**config.mk**
```make
export PLATFORM = sky130hd
export DESIGN_NAME = lru_block_buffer_cache_top
export DESIGN_NICKNAME = d
export VERILOG_FILES = /design/src/hw/rtl/lrubc_pkg.sv /design/src/hw/rtl/lrubc_ctrl.sv /design/src/hw/rtl/lrubc_dp.sv /design/src/hw/rtl/lru_block_buffer_cache_top.sv
export SDC_FILE = /design/constraint.sdc
export NUM_CORES = 2
export LEC_CHECK = 0
export BUFFER_PORTS_ARGS = -buffer_cell sky130_fd_sc_hd__buf_2
export CAP_MARGIN = 20
export CORE_ASPECT_RATIO = 0.5
export CORE_MARGIN = 1
export CORE_UTILIZATION = 66
export CTS_BUF_LIST = sky130_fd_sc_hd__clkbuf_8
export DETAILED_ROUTE_END_ITERATION = 7
export PLACE_DENSITY = 0.95
export SKIP_LAST_GASP = 1
export SLEW_MARGIN = 20
export SYNTH_ARGS = -nofsm -noshare
export SYNTH_HDL_FRONTEND = slang
export SYNTH_SLANG_ARGS = --single-unit
```
**constraint.sdc**
```tcl
create_clock -name clk -period 9 [get_ports clk]
set_clock_uncertainty 0.05 [all_clocks]
set_input_delay 0.9 -clock clk [delete_from_list [all_inputs] [get_ports clk]]
set_output_delay 0.9 -clock clk [all_outputs]
set_load 0.02 [all_outputs]
```
**src/hw/rtl/lrubc_pkg.sv**
```systemverilog
package lrubc_pkg;

  localparam int KIND_W = 2;
  localparam int DEV_W  = 8;
  localparam int SEC_W  = 32;
  localparam int IDX_W  = 5;
  localparam int CNT_W  = 8;
  localparam int STS_W  = 2;

  localparam logic [CNT_W-1:0] COUNT_MAX = '1;

  typedef enum logic [KIND_W-1:0] {
    KIND_GET     = 2'd0,
    KIND_RELEASE = 2'd1,
    KIND_PIN     = 2'd2,
    KIND_UNPIN   = 2'd3
  } kind_t;

  typedef enum logic [STS_W-1:0] {
    STATUS_OK        = 2'd0,
    STATUS_NO_FREE   = 2'd1,
    STATUS_COUNT_ERR = 2'd2
  } status_t;

  typedef enum logic [1:0] {
    ST_IDLE,
    ST_SEARCH,
    ST_PICK,
    ST_APPLY
  } state_t;

  typedef struct packed {
    logic load;
    logic search;
    logic pick;
    logic apply;
  } cmd_t;

  typedef struct packed {
    logic out_full;
    logic out_taken;
  } sts_t;

endpackage

```
**src/hw/rtl/lrubc_ctrl.sv**
```systemverilog
module lrubc_ctrl (
  input  logic               clk,
  input  logic               rst_n,
  input  logic               in_valid,
  output logic               in_stall,
  input  lrubc_pkg::sts_t    sts,
  output lrubc_pkg::cmd_t    cmd
);

  lrubc_pkg::state_t state_r, state_nxt;

  always_ff @(posedge clk) begin
    if (!rst_n) begin
      state_r <= lrubc_pkg::ST_IDLE;
    end else begin
      state_r <= state_nxt;
    end
  end

  always_comb begin
    state_nxt = state_r;
    cmd       = '0;
    in_stall  = 1'b1;
    unique case (state_r)
      lrubc_pkg::ST_IDLE: begin
        in_stall = 1'b0;
        if (in_valid) begin
          cmd.load  = 1'b1;
          state_nxt = lrubc_pkg::ST_SEARCH;
        end
      end
      lrubc_pkg::ST_SEARCH: begin
        cmd.search = 1'b1;
        state_nxt  = lrubc_pkg::ST_PICK;
      end
      lrubc_pkg::ST_PICK: begin
        cmd.pick  = 1'b1;
        state_nxt = lrubc_pkg::ST_APPLY;
      end
      lrubc_pkg::ST_APPLY: begin
        // result register must be empty or draining this cycle
        if (!sts.out_full || sts.out_taken) begin
          cmd.apply = 1'b1;
          state_nxt = lrubc_pkg::ST_IDLE;
        end
      end
    endcase
  end

endmodule

```
**src/hw/rtl/lrubc_dp.sv**
```systemverilog
module lrubc_dp #(
  parameter int NUM_SLOTS = 32
) (
  input  logic                               clk,
  input  logic                               rst_n,
  input  lrubc_pkg::cmd_t                    cmd,
  output lrubc_pkg::sts_t                    sts,
  input  logic [lrubc_pkg::KIND_W-1:0]       in_kind,
  input  logic [lrubc_pkg::DEV_W-1:0]        in_device,
  input  logic [lrubc_pkg::SEC_W-1:0]        in_sector,
  input  logic [lrubc_pkg::IDX_W-1:0]        in_slot_index,
  input  logic                               out_stall,
  output logic                               out_valid,
  output logic [lrubc_pkg::IDX_W-1:0]        out_slot,
  output logic                               out_need_read,
  output logic [lrubc_pkg::CNT_W-1:0]        out_holders,
  output logic [lrubc_pkg::STS_W-1:0]        out_status
);

  localparam int SLOT_W = $clog2(NUM_SLOTS);
  localparam int CNT_W  = lrubc_pkg::CNT_W;
  localparam int IDX_W  = lrubc_pkg::IDX_W;

  typedef logic [SLOT_W-1:0] slot_t;

  // request word
  lrubc_pkg::kind_t                kind_r;
  logic [lrubc_pkg::DEV_W-1:0]     dev_r;
  logic [lrubc_pkg::SEC_W-1:0]     sec_r;
  logic [IDX_W-1:0]                idx_r;

  // per-slot state
  logic [lrubc_pkg::DEV_W-1:0]     tag_dev_r [NUM_SLOTS];
  logic [lrubc_pkg::SEC_W-1:0]     tag_sec_r [NUM_SLOTS];
  logic [NUM_SLOTS-1:0]            tagged_r;
  logic [NUM_SLOTS-1:0]            valid_r;
  logic [CNT_W-1:0]                cnt_r [NUM_SLOTS];
  slot_t                           rank_r [NUM_SLOTS];

  // search and pick results
  logic [NUM_SLOTS-1:0]            hit_vec_r, hit_vec_nxt;
  logic [NUM_SLOTS-1:0]            free_rank_r, free_rank_nxt;
  slot_t                           sel_slot_r, sel_slot_nxt;
  logic                            sel_hit_r, sel_hit_nxt;
  logic                            sel_found_r, sel_found_nxt;

  // result register
  logic                            out_valid_r;
  logic [IDX_W-1:0]                out_slot_r;
  logic                            out_need_r;
  logic [CNT_W-1:0]                out_holders_r;
  lrubc_pkg::status_t              out_status_r;

  // apply stage signals
  logic [CNT_W-1:0]                cur_cnt;
  logic                            cur_valid;
  slot_t                           old_rank;
  logic                            in_range;
  logic                            cnt_wr;
  logic [CNT_W-1:0]                cnt_new;
  logic                            tag_wr;
  logic                            valid_set;
  logic                            do_mru;
  logic [IDX_W-1:0]                res_slot;
  logic                            res_need;
  logic [CNT_W-1:0]                res_holders;
  lrubc_pkg::status_t              res_status;

  slot_t                           low_rank;
  slot_t                           hit_idx;
  slot_t                           vic_idx;

  always_ff @(posedge clk) begin
    if (cmd.load) begin
      kind_r <= lrubc_pkg::kind_t'(in_kind);
      dev_r  <= in_device;
      sec_r  <= in_sector;
      idx_r  <= in_slot_index;
    end
  end

  // parallel tag compare, free slots gathered by rank
  always_comb begin
    hit_vec_nxt   = '0;
    free_rank_nxt = '0;
    for (int i = 0; i < NUM_SLOTS; i++) begin
      hit_vec_nxt[i] = tagged_r[i] && (tag_dev_r[i] == dev_r) && (tag_sec_r[i] == sec_r);
      if (cnt_r[i] == '0) begin
        free_rank_nxt[rank_r[i]] = 1'b1;
      end
    end
  end

  always_ff @(posedge clk) begin
    if (cmd.search) begin
      hit_vec_r   <= hit_vec_nxt;
      free_rank_r <= free_rank_nxt;
    end
  end

  // lowest free rank, then the slot holding it
  always_comb begin
    low_rank = '0;
    hit_idx  = '0;
    vic_idx  = '0;
    for (int r = NUM_SLOTS - 1; r >= 0; r--) begin
      if (free_rank_r[r]) begin
        low_rank = slot_t'(r);
      end
    end
    for (int i = 0; i < NUM_SLOTS; i++) begin
      if (hit_vec_r[i]) begin
        hit_idx = hit_idx | slot_t'(i);
      end
      if ((cnt_r[i] == '0) && (rank_r[i] == low_rank)) begin
        vic_idx = vic_idx | slot_t'(i);
      end
    end
    if (kind_r == lrubc_pkg::KIND_GET) begin
      if (|hit_vec_r) begin
        sel_slot_nxt  = hit_idx;
        sel_hit_nxt   = 1'b1;
        sel_found_nxt = 1'b1;
      end else begin
        sel_slot_nxt  = vic_idx;
        sel_hit_nxt   = 1'b0;
        sel_found_nxt = |free_rank_r;
      end
    end else begin
      sel_slot_nxt  = slot_t'(idx_r);
      sel_hit_nxt   = 1'b0;
      sel_found_nxt = 1'b1;
    end
  end

  always_ff @(posedge clk) begin
    if (cmd.pick) begin
      sel_slot_r  <= sel_slot_nxt;
      sel_hit_r   <= sel_hit_nxt;
      sel_found_r <= sel_found_nxt;
    end
  end

  // read-modify-write of the selected slot
  always_comb begin
    cur_cnt     = cnt_r[sel_slot_r];
    cur_valid   = valid_r[sel_slot_r];
    old_rank    = rank_r[sel_slot_r];
    in_range    = (32'(idx_r) < NUM_SLOTS);
    cnt_wr      = 1'b0;
    cnt_new     = cur_cnt;
    tag_wr      = 1'b0;
    valid_set   = 1'b0;
    do_mru      = 1'b0;
    res_slot    = idx_r;
    res_need    = 1'b0;
    res_holders = '0;
    res_status  = lrubc_pkg::STATUS_OK;
    unique case (kind_r)
      lrubc_pkg::KIND_GET: begin
        res_slot = IDX_W'(sel_slot_r);
        if (sel_hit_r) begin
          valid_set = 1'b1;
          res_need  = !cur_valid;
          if (cur_cnt == lrubc_pkg::COUNT_MAX) begin
            res_status  = lrubc_pkg::STATUS_COUNT_ERR;
            res_holders = cur_cnt;
          end else begin
            cnt_wr      = 1'b1;
            cnt_new     = cur_cnt + CNT_W'(1);
            res_holders = cnt_new;
          end
        end else if (sel_found_r) begin
          tag_wr      = 1'b1;
          valid_set   = 1'b1;
          cnt_wr      = 1'b1;
          cnt_new     = CNT_W'(1);
          res_need    = 1'b1;
          res_holders = CNT_W'(1);
        end else begin
          res_slot   = '0;
          res_status = lrubc_pkg::STATUS_NO_FREE;
        end
      end
      lrubc_pkg::KIND_PIN: begin
        if (!in_range) begin
          res_status = lrubc_pkg::STATUS_COUNT_ERR;
        end else if (cur_cnt == lrubc_pkg::COUNT_MAX) begin
          res_status  = lrubc_pkg::STATUS_COUNT_ERR;
          res_holders = cur_cnt;
        end else begin
          cnt_wr      = 1'b1;
          cnt_new     = cur_cnt + CNT_W'(1);
          res_holders = cnt_new;
        end
      end
      lrubc_pkg::KIND_RELEASE, lrubc_pkg::KIND_UNPIN: begin
        if (!in_range) begin
          res_status = lrubc_pkg::STATUS_COUNT_ERR;
        end else if (cur_cnt == '0) begin
          res_status = lrubc_pkg::STATUS_COUNT_ERR;
        end else begin
          cnt_wr      = 1'b1;
          cnt_new     = cur_cnt - CNT_W'(1);
          res_holders = cnt_new;
          do_mru      = (kind_r == lrubc_pkg::KIND_RELEASE) && (cur_cnt == CNT_W'(1));
        end
      end
    endcase
  end

  always_ff @(posedge clk) begin
    if (!rst_n) begin
      tagged_r <= '0;
      valid_r  <= '0;
      for (int i = 0; i < NUM_SLOTS; i++) begin
        cnt_r[i]  <= '0;
        rank_r[i] <= slot_t'(i);
      end
    end else if (cmd.apply) begin
      if (cnt_wr) begin
        cnt_r[sel_slot_r] <= cnt_new;
      end
      if (tag_wr) begin
        tagged_r[sel_slot_r] <= 1'b1;
      end
      if (valid_set) begin
        valid_r[sel_slot_r] <= 1'b1;
      end
      if (do_mru) begin
        for (int i = 0; i < NUM_SLOTS; i++) begin
          if (slot_t'(i) == sel_slot_r) begin
            rank_r[i] <= slot_t'(NUM_SLOTS - 1);
          end else if (rank_r[i] > old_rank) begin
            rank_r[i] <= rank_r[i] - slot_t'(1);
          end
        end
      end
    end
  end

  // tags are only looked at once the slot is marked tagged
  always_ff @(posedge clk) begin
    if (cmd.apply && tag_wr) begin
      tag_dev_r[sel_slot_r] <= dev_r;
      tag_sec_r[sel_slot_r] <= sec_r;
    end
  end

  always_ff @(posedge clk) begin
    if (!rst_n) begin
      out_valid_r <= 1'b0;
    end else if (cmd.apply) begin
      out_valid_r <= 1'b1;
    end else if (!out_stall) begin
      out_valid_r <= 1'b0;
    end
  end

  always_ff @(posedge clk) begin
    if (cmd.apply) begin
      out_slot_r    <= res_slot;
      out_need_r    <= res_need;
      out_holders_r <= res_holders;
      out_status_r  <= res_status;
    end
  end

  assign sts.out_full   = out_valid_r;
  assign sts.out_taken  = !out_stall;
  assign out_valid      = out_valid_r;
  assign out_slot       = out_slot_r;
  assign out_need_read  = out_need_r;
  assign out_holders    = out_holders_r;
  assign out_status     = out_status_r;

endmodule

```
**src/hw/rtl/lru_block_buffer_cache_top.sv**
```systemverilog
// Buffer cache directory with reference counts and LRU replacement.
// Input channel (in_*): one word per request; in_kind selects get, release,
// pin or unpin. A get looks up (in_device, in_sector); the other kinds
// address the slot given by in_slot_index.
// Result channel (out_*): exactly one word per request, in request order,
// carrying the granted slot, the need-read flag, the count after the
// request and a status code.
// Steps: the request is registered, then tag compare, slot select, and count
// and rank update, which loads the result into the output register. The
// controller walks those steps in turn and takes no new request before the
// last is done; in_stall is low only while it waits.
// A finished result sits in the output register while the next request is
// taken; if out_stall holds the previous result, the update step waits and
// the result word never changes while stalled.
// Reset (rst_n low, synchronous): all slots untagged and not valid, counts
// zero, slot i at recency rank i, no result pending.
module lru_block_buffer_cache_top #(
  parameter int NUM_SLOTS = 32
) (
  input  logic                         clk,
  input  logic                         rst_n,
  input  logic                         in_valid,
  output logic                         in_stall,
  input  logic [lrubc_pkg::KIND_W-1:0] in_kind,
  input  logic [lrubc_pkg::DEV_W-1:0]  in_device,
  input  logic [lrubc_pkg::SEC_W-1:0]  in_sector,
  input  logic [lrubc_pkg::IDX_W-1:0]  in_slot_index,
  output logic                         out_valid,
  input  logic                         out_stall,
  output logic [lrubc_pkg::IDX_W-1:0]  out_slot,
  output logic                         out_need_read,
  output logic [lrubc_pkg::CNT_W-1:0]  out_holders,
  output logic [lrubc_pkg::STS_W-1:0]  out_status
);

  lrubc_pkg::cmd_t cmd;
  lrubc_pkg::sts_t sts;

  lrubc_ctrl u_ctrl (
    .clk      (clk),
    .rst_n    (rst_n),
    .in_valid (in_valid),
    .in_stall (in_stall),
    .sts      (sts),
    .cmd      (cmd)
  );

  lrubc_dp #(
    .NUM_SLOTS (NUM_SLOTS)
  ) u_dp (
    .clk           (clk),
    .rst_n         (rst_n),
    .cmd           (cmd),
    .sts           (sts),
    .in_kind       (in_kind),
    .in_device     (in_device),
    .in_sector     (in_sector),
    .in_slot_index (in_slot_index),
    .out_stall     (out_stall),
    .out_valid     (out_valid),
    .out_slot      (out_slot),
    .out_need_read (out_need_read),
    .out_holders   (out_holders),
    .out_status    (out_status)
  );

endmodule

```
==> results of run 1 <==
-- kinds of logic after synthesis --
family | Yosys count
XOR/XNOR | 1414
flip-flops | 1902
adder cells (fa/ha/maj) | 298
buffers and inverters | 655
AO/OA/AOI/OAI | 1113
multiplexers | 173
AND/OR/NAND/NOR | 2424
-- per-stage QoR --
stage / hold WS [ns] / cell area (um2) / std cells / setup WS, ns
floorplan: 0.373 / 98500 / 7979 / 1.88
global placement: 0.390 / 103000 / 9840 / 2.84
==> impl_metrics.py, run 1 <==
metrics = {
    "synth": {
        "synth_top_area_frac": 0.558,
        "synth_compound_area_frac": 0.0808,
        "syn_area_mm2": 0.0985,
        "synthDistinctLibCells": 86,
        "synthMuxAreaShare": 0.0323,
        "async_reset_ff_frac": 0,
        "synth_edf_count": 1830,
        "synth-seq-cells": 1902,
        "syn_nets": 8328,
        "synthAdderAreaFrac": 0.0379,
        "synth_common_cells": "1830 x edfxtp_1, 787 x xnor2_1, 724 x nor2_1, 627 x xor2_1, 418 x nand2_1",
        "synth_top_family_by_area": "XOR/XNOR gates",
        "yosys.area.top_type": "edfxtp_1",
        "ys.flop_type": "edfxtp_1",
        "synthSimpleGateAreaFrac": 0.125,
        "synth_most_common_cell": "edfxtp_1",
        "avgSynthCellArea_um2": 12.3,
        "ys_seq_area_frac": 0.573,
        "yosysWarnings": 0,
        "syn-instance-count": 7979,
        "synth-xor-area-share": 0.126,
        "synth_area_leaders": "edfxtp_1 56%, xnor2_1 7.0%, xor2_1 5.6%",
    },
    "outcome": {
        "error": "[ERROR DPL-0033] detailed placement checks failed during check placement.",
        "flow.stopped_at": "detailed placement (3_5_place_dp)",
        "status": "aborted with a tool error",
    },
    "placement": {
        "hpwlAfterDp_um": 330000,
        "portBuffers": 68,
        "place.gp.congestion": 1.28,
    },
    "floorplan": {
        "row_count": 99,
        "chipWidth_um": 548,
        "start_util": 0.670,
        "die_h_um": 275,
        "ios": 69,
    },
}
==> inputs of run 2 (changes only) <==
Settings changed: CORE_ASPECT_RATIO 0.5 to unset, CORE_UTILIZATION 66 to 40, CTS_BUF_LIST sky130_fd_sc_hd__clkbuf_8 to unset, PLACE_DENSITY 0.95 to unset, PLACE_DENSITY_LB_ADDON set to 0.15.
==> run 2 against run 1 <==
Effect of this change:
- the flow now finishes, with violations (design-rule violations)
- synthesized cell count did not move
- area after synthesis did not move
==> impl_metrics.py, run 2 <==
metrics = {
    "outcome": {
        "status": "complete, but fails checks",
        "violations": "design-rule violations",
    },
    "finish": {
        "most-common-layout-cells": "1830 x edfxtp_1, 787 x xnor2_1, 698 x nor2_1, 627 x xor2_1, 432 x buf_4",
        "nFillCells": 21800,
        "top_register": "u_dp.tag_sec_r",
        "layout_commonest_cell": "edfxtp_1",
        "layout-drive-gt1-share": 0.138,
        "final_area_mm2": 0.113,
        "nets": 8544,
        "largest_registers": "u_dp.tag_sec_r x1024, u_dp.cnt_r x256, u_dp.tag_dev_r x256",
        "area_growth_pct": 14.3,
        "largest_register_ffs": 1024,
    },
    "pwr": {
        "netSwitchingPower_mw": 9.77,
        "p_int_mw": 17.8,
        "pwr-share-clk": 0.308,
        "power.density_mw_per_mm2": 245,
        "seq_power_share": 0.387,
        "swShare": 0.354,
        "combPwrFrac": 0.305,
        "ir_drop_uv": 283,
        "p_leak_nw": 37.4,
    },
    "sta": {
        "min_period_over_period": 0.691,
        "rsz0062_at_grt": "no",
        "fmaxAchievable_mhz": 161,
        "slew_viol_final": 0,
        "slew-limit-headroom": 0.104,
        "hold_viol_final": 0,
        "tns_ns": 0,
        "finalSetupViolations": 0,
        "fin_crit_ns": 6.22,
        "tightest_slew_ns": 1.34,
    },
    "critical_path": {
        "cp_max_fo": 27,
        "start_kind": "flip-flop",
        "critPathRequiredTime_ns": 9.43,
        "critPathKind": "flip-flop to flip-flop",
        "cp-end-kind": "flip-flop",
        "arrival_ns": 6.65,
    },
    "floorplan": {
        "chipWidth_um": 498,
        "start_util": 0.404,
        "coreArea_mm2": 0.244,
        "die_h_um": 498,
        "row_count": 181,
        "ios": 69,
        "fp.dieArea_mm2": 0.248,
    },
    "synth": {
        "syn_area_mm2": 0.0985,
        "synth_compound_area_frac": 0.0808,
        "ys_seq_area_frac": 0.573,
        "synthSimpleGateAreaFrac": 0.125,
        "synth_common_cells": "1830 x edfxtp_1, 787 x xnor2_1, 724 x nor2_1, 627 x xor2_1, 418 x nand2_1",
        "synthAdderAreaFrac": 0.0379,
        "synth_edf_count": 1830,
        "syn_nets": 8328,
        "yosys.area.top_type": "edfxtp_1",
        "syn-instance-count": 7979,
        "synth-seq-cells": 1902,
        "synth_area_leaders": "edfxtp_1 56%, xnor2_1 7.0%, xor2_1 5.6%",
        "yosysWarnings": 0,
        "synthDistinctLibCells": 86,
        "synth_most_common_cell": "edfxtp_1",
        "synth_top_family_by_area": "XOR/XNOR gates",
        "avgSynthCellArea_um2": 12.3,
        "synth-xor-area-share": 0.126,
        "async_reset_ff_frac": 0,
        "synth_top_area_frac": 0.558,
        "synthMuxAreaShare": 0.0323,
        "ys.flop_type": "edfxtp_1",
    },
    "detailed_routing": {
        "highest_layer": "met5",
        "routed_wl_um": 491000,
        "vias": 74700,
        "drt_iter0_drc": 9449,
        "wl_met1_um": 192000,
        "wl_met2_um": 217000,
        "viasPerCell": 6.43,
        "wl_met3_um": 44000,
        "drc": 7,
        "wire_per_inst_um": 42.3,
        "detail-route-antenna-nets": 0,
        "first_pass_iters": 8,
    },
    "clock_network": {
        "clock_sinks": 1902,
        "htreeDepth": 4,
        "numCtsBuffers": 200,
        "ctsResizeCount": 0,
        "cts_tree": "yes",
        "clk_pin_slew_ns": 0.06,
        "post_cts_buffers": 0,
        "cts-root-buf": "clkbuf_16",
        "cts_buffer_depth": 3,
        "postCtsHoldBufs": 0,
        "clk_latency_ns": 0.93,
    },
    "global_route": {
        "track_usage": 0.390,
        "grt_pass1_wl_um": 649000,
        "overflow": 0,
        "antenna_found_initial": 65,
        "grt_max_degree": 68,
        "grt_pass1_vias": 70200,
    },
    "placement": {
        "place.gp.congestion": 1.06,
        "hpwlAfterDp_um": 343000,
        "placed_cell_area_mm2": 0.105,
        "portBuffers": 68,
    },
    "worst_hold_path": {
        "hp-class": "input port to flip-flop",
    },
    "job": {
        "max_cap_violations": 0,
    },
}
-- run 2: cells by family (layout without fill, tap and decap cells) --
group	count (synthesis)	count (layout)
AOI/OAI and AO/OA	1113	1113
xor gates and xnor gates	1414	1414
adders and majority gates	298	298
buffers and inverters	655	1049
DFF	1902	1902
muxes	173	173
other	0	31
and+or+nand+nor	2424	2424
-- run 2: cell type report --
type / instances / area [um2] / share of cell area
flip-flops and latches: 1902 / 56400 / 0.501
multi-input cells: 5422 / 40300 / 0.358
clock buffers: 267 / 5460 / 0.0485
repair buffers: 540 / 4430 / 0.0393
well taps: 3202 / 4010 / 0.0356
clock inverters: 113 / 1380 / 0.0123
inverters: 129 / 487 / 0.00432
diodes: 31 / 77.6 / 0.000689
-- run 2: metal layers --
| layer | GRT usage | up-vias |
|---|---|---|
| met5 | 0 | - |
| met1 | 0.493 | 38300 |
| met2 | 0.591 | 4566 |
| met3 | 0.0967 | 1341 |
| li1 | - | 30400 |
| met4 | 0.259 | 20 |
-- run 2: through the flow --
| step | instances | worst slack (ns) | hold WS [ns] | power (mW) | utilization |
|---|---|---|---|---|---|
| finish | 11600 | 2.78 | 0.111 | 27.6 | 0.461 |
| global route | 11600 | 2.51 | 0.0669 | 28.6 | 0.461 |
| CTS | 11600 | 2.67 | 0.0602 | 27.6 | 0.460 |
| detailed placement | 11200 | 2.70 | 0.397 | 19.2 | 0.432 |
| global placement | 11200 | 2.90 | 0.391 | 19.1 | 0.431 |
| floorplan | 7979 | 1.88 | 0.373 | 15.6 | - |
-- run 2: final timing paths --
kind                                  from                        endpoint  slack [ns]  depth (start not counted)
max reg2reg                      flip-flop  u_dp.cnt_r[7][7]$_SDFFCE_PN0P_        2.78                         16
min                           in_device[4]         u_dp.dev_r[4]$_DFFE_PP_        0.11                          1
min reg2reg  u_dp.valid_r[16]$_SDFFE_PN0P_   u_dp.valid_r[16]$_SDFFE_PN0P_        0.41                          2
max                              flip-flop  u_dp.cnt_r[7][7]$_SDFFCE_PN0P_        2.78                         16
-- run 2: critical path, stage by stage (launching register included) --
cell and delay [ns]:
dfxtp_2 0.99, nor2b_1 0.39, a22oi_1 0.34, nand3_1 0.16, nand3_1 0.39, ha_1 0.35
nand2_1 0.10, nor3_1 0.19, nand4_1 0.15, and4_1 0.25, a2111oi_2 0.78, nand2_1 0.13
and3_1 0.25, buf_4 0.17, and2_4 0.44, nand2_1 0.41, nand2_1 0.29
-- run 2: power groups by stage --
| stage | clock [mW] | combinational, mW | sequential, mW |
|---|---|---|---|
| 2_1_floorplan | 0 | 4.85 | 10.8 |
| 6_report | 8.49 | 8.42 | 10.7 |
| 4_1_cts | 8.62 | 8.28 | 10.7 |
| 5_1_grt | 8.95 | 8.92 | 10.7 |
| 3_5_place_dp | 0 | 8.24 | 10.9 |
| 3_3_place_gp | 0 | 8.13 | 10.9 |
Note: power is estimated with default switching activity, not from simulation.
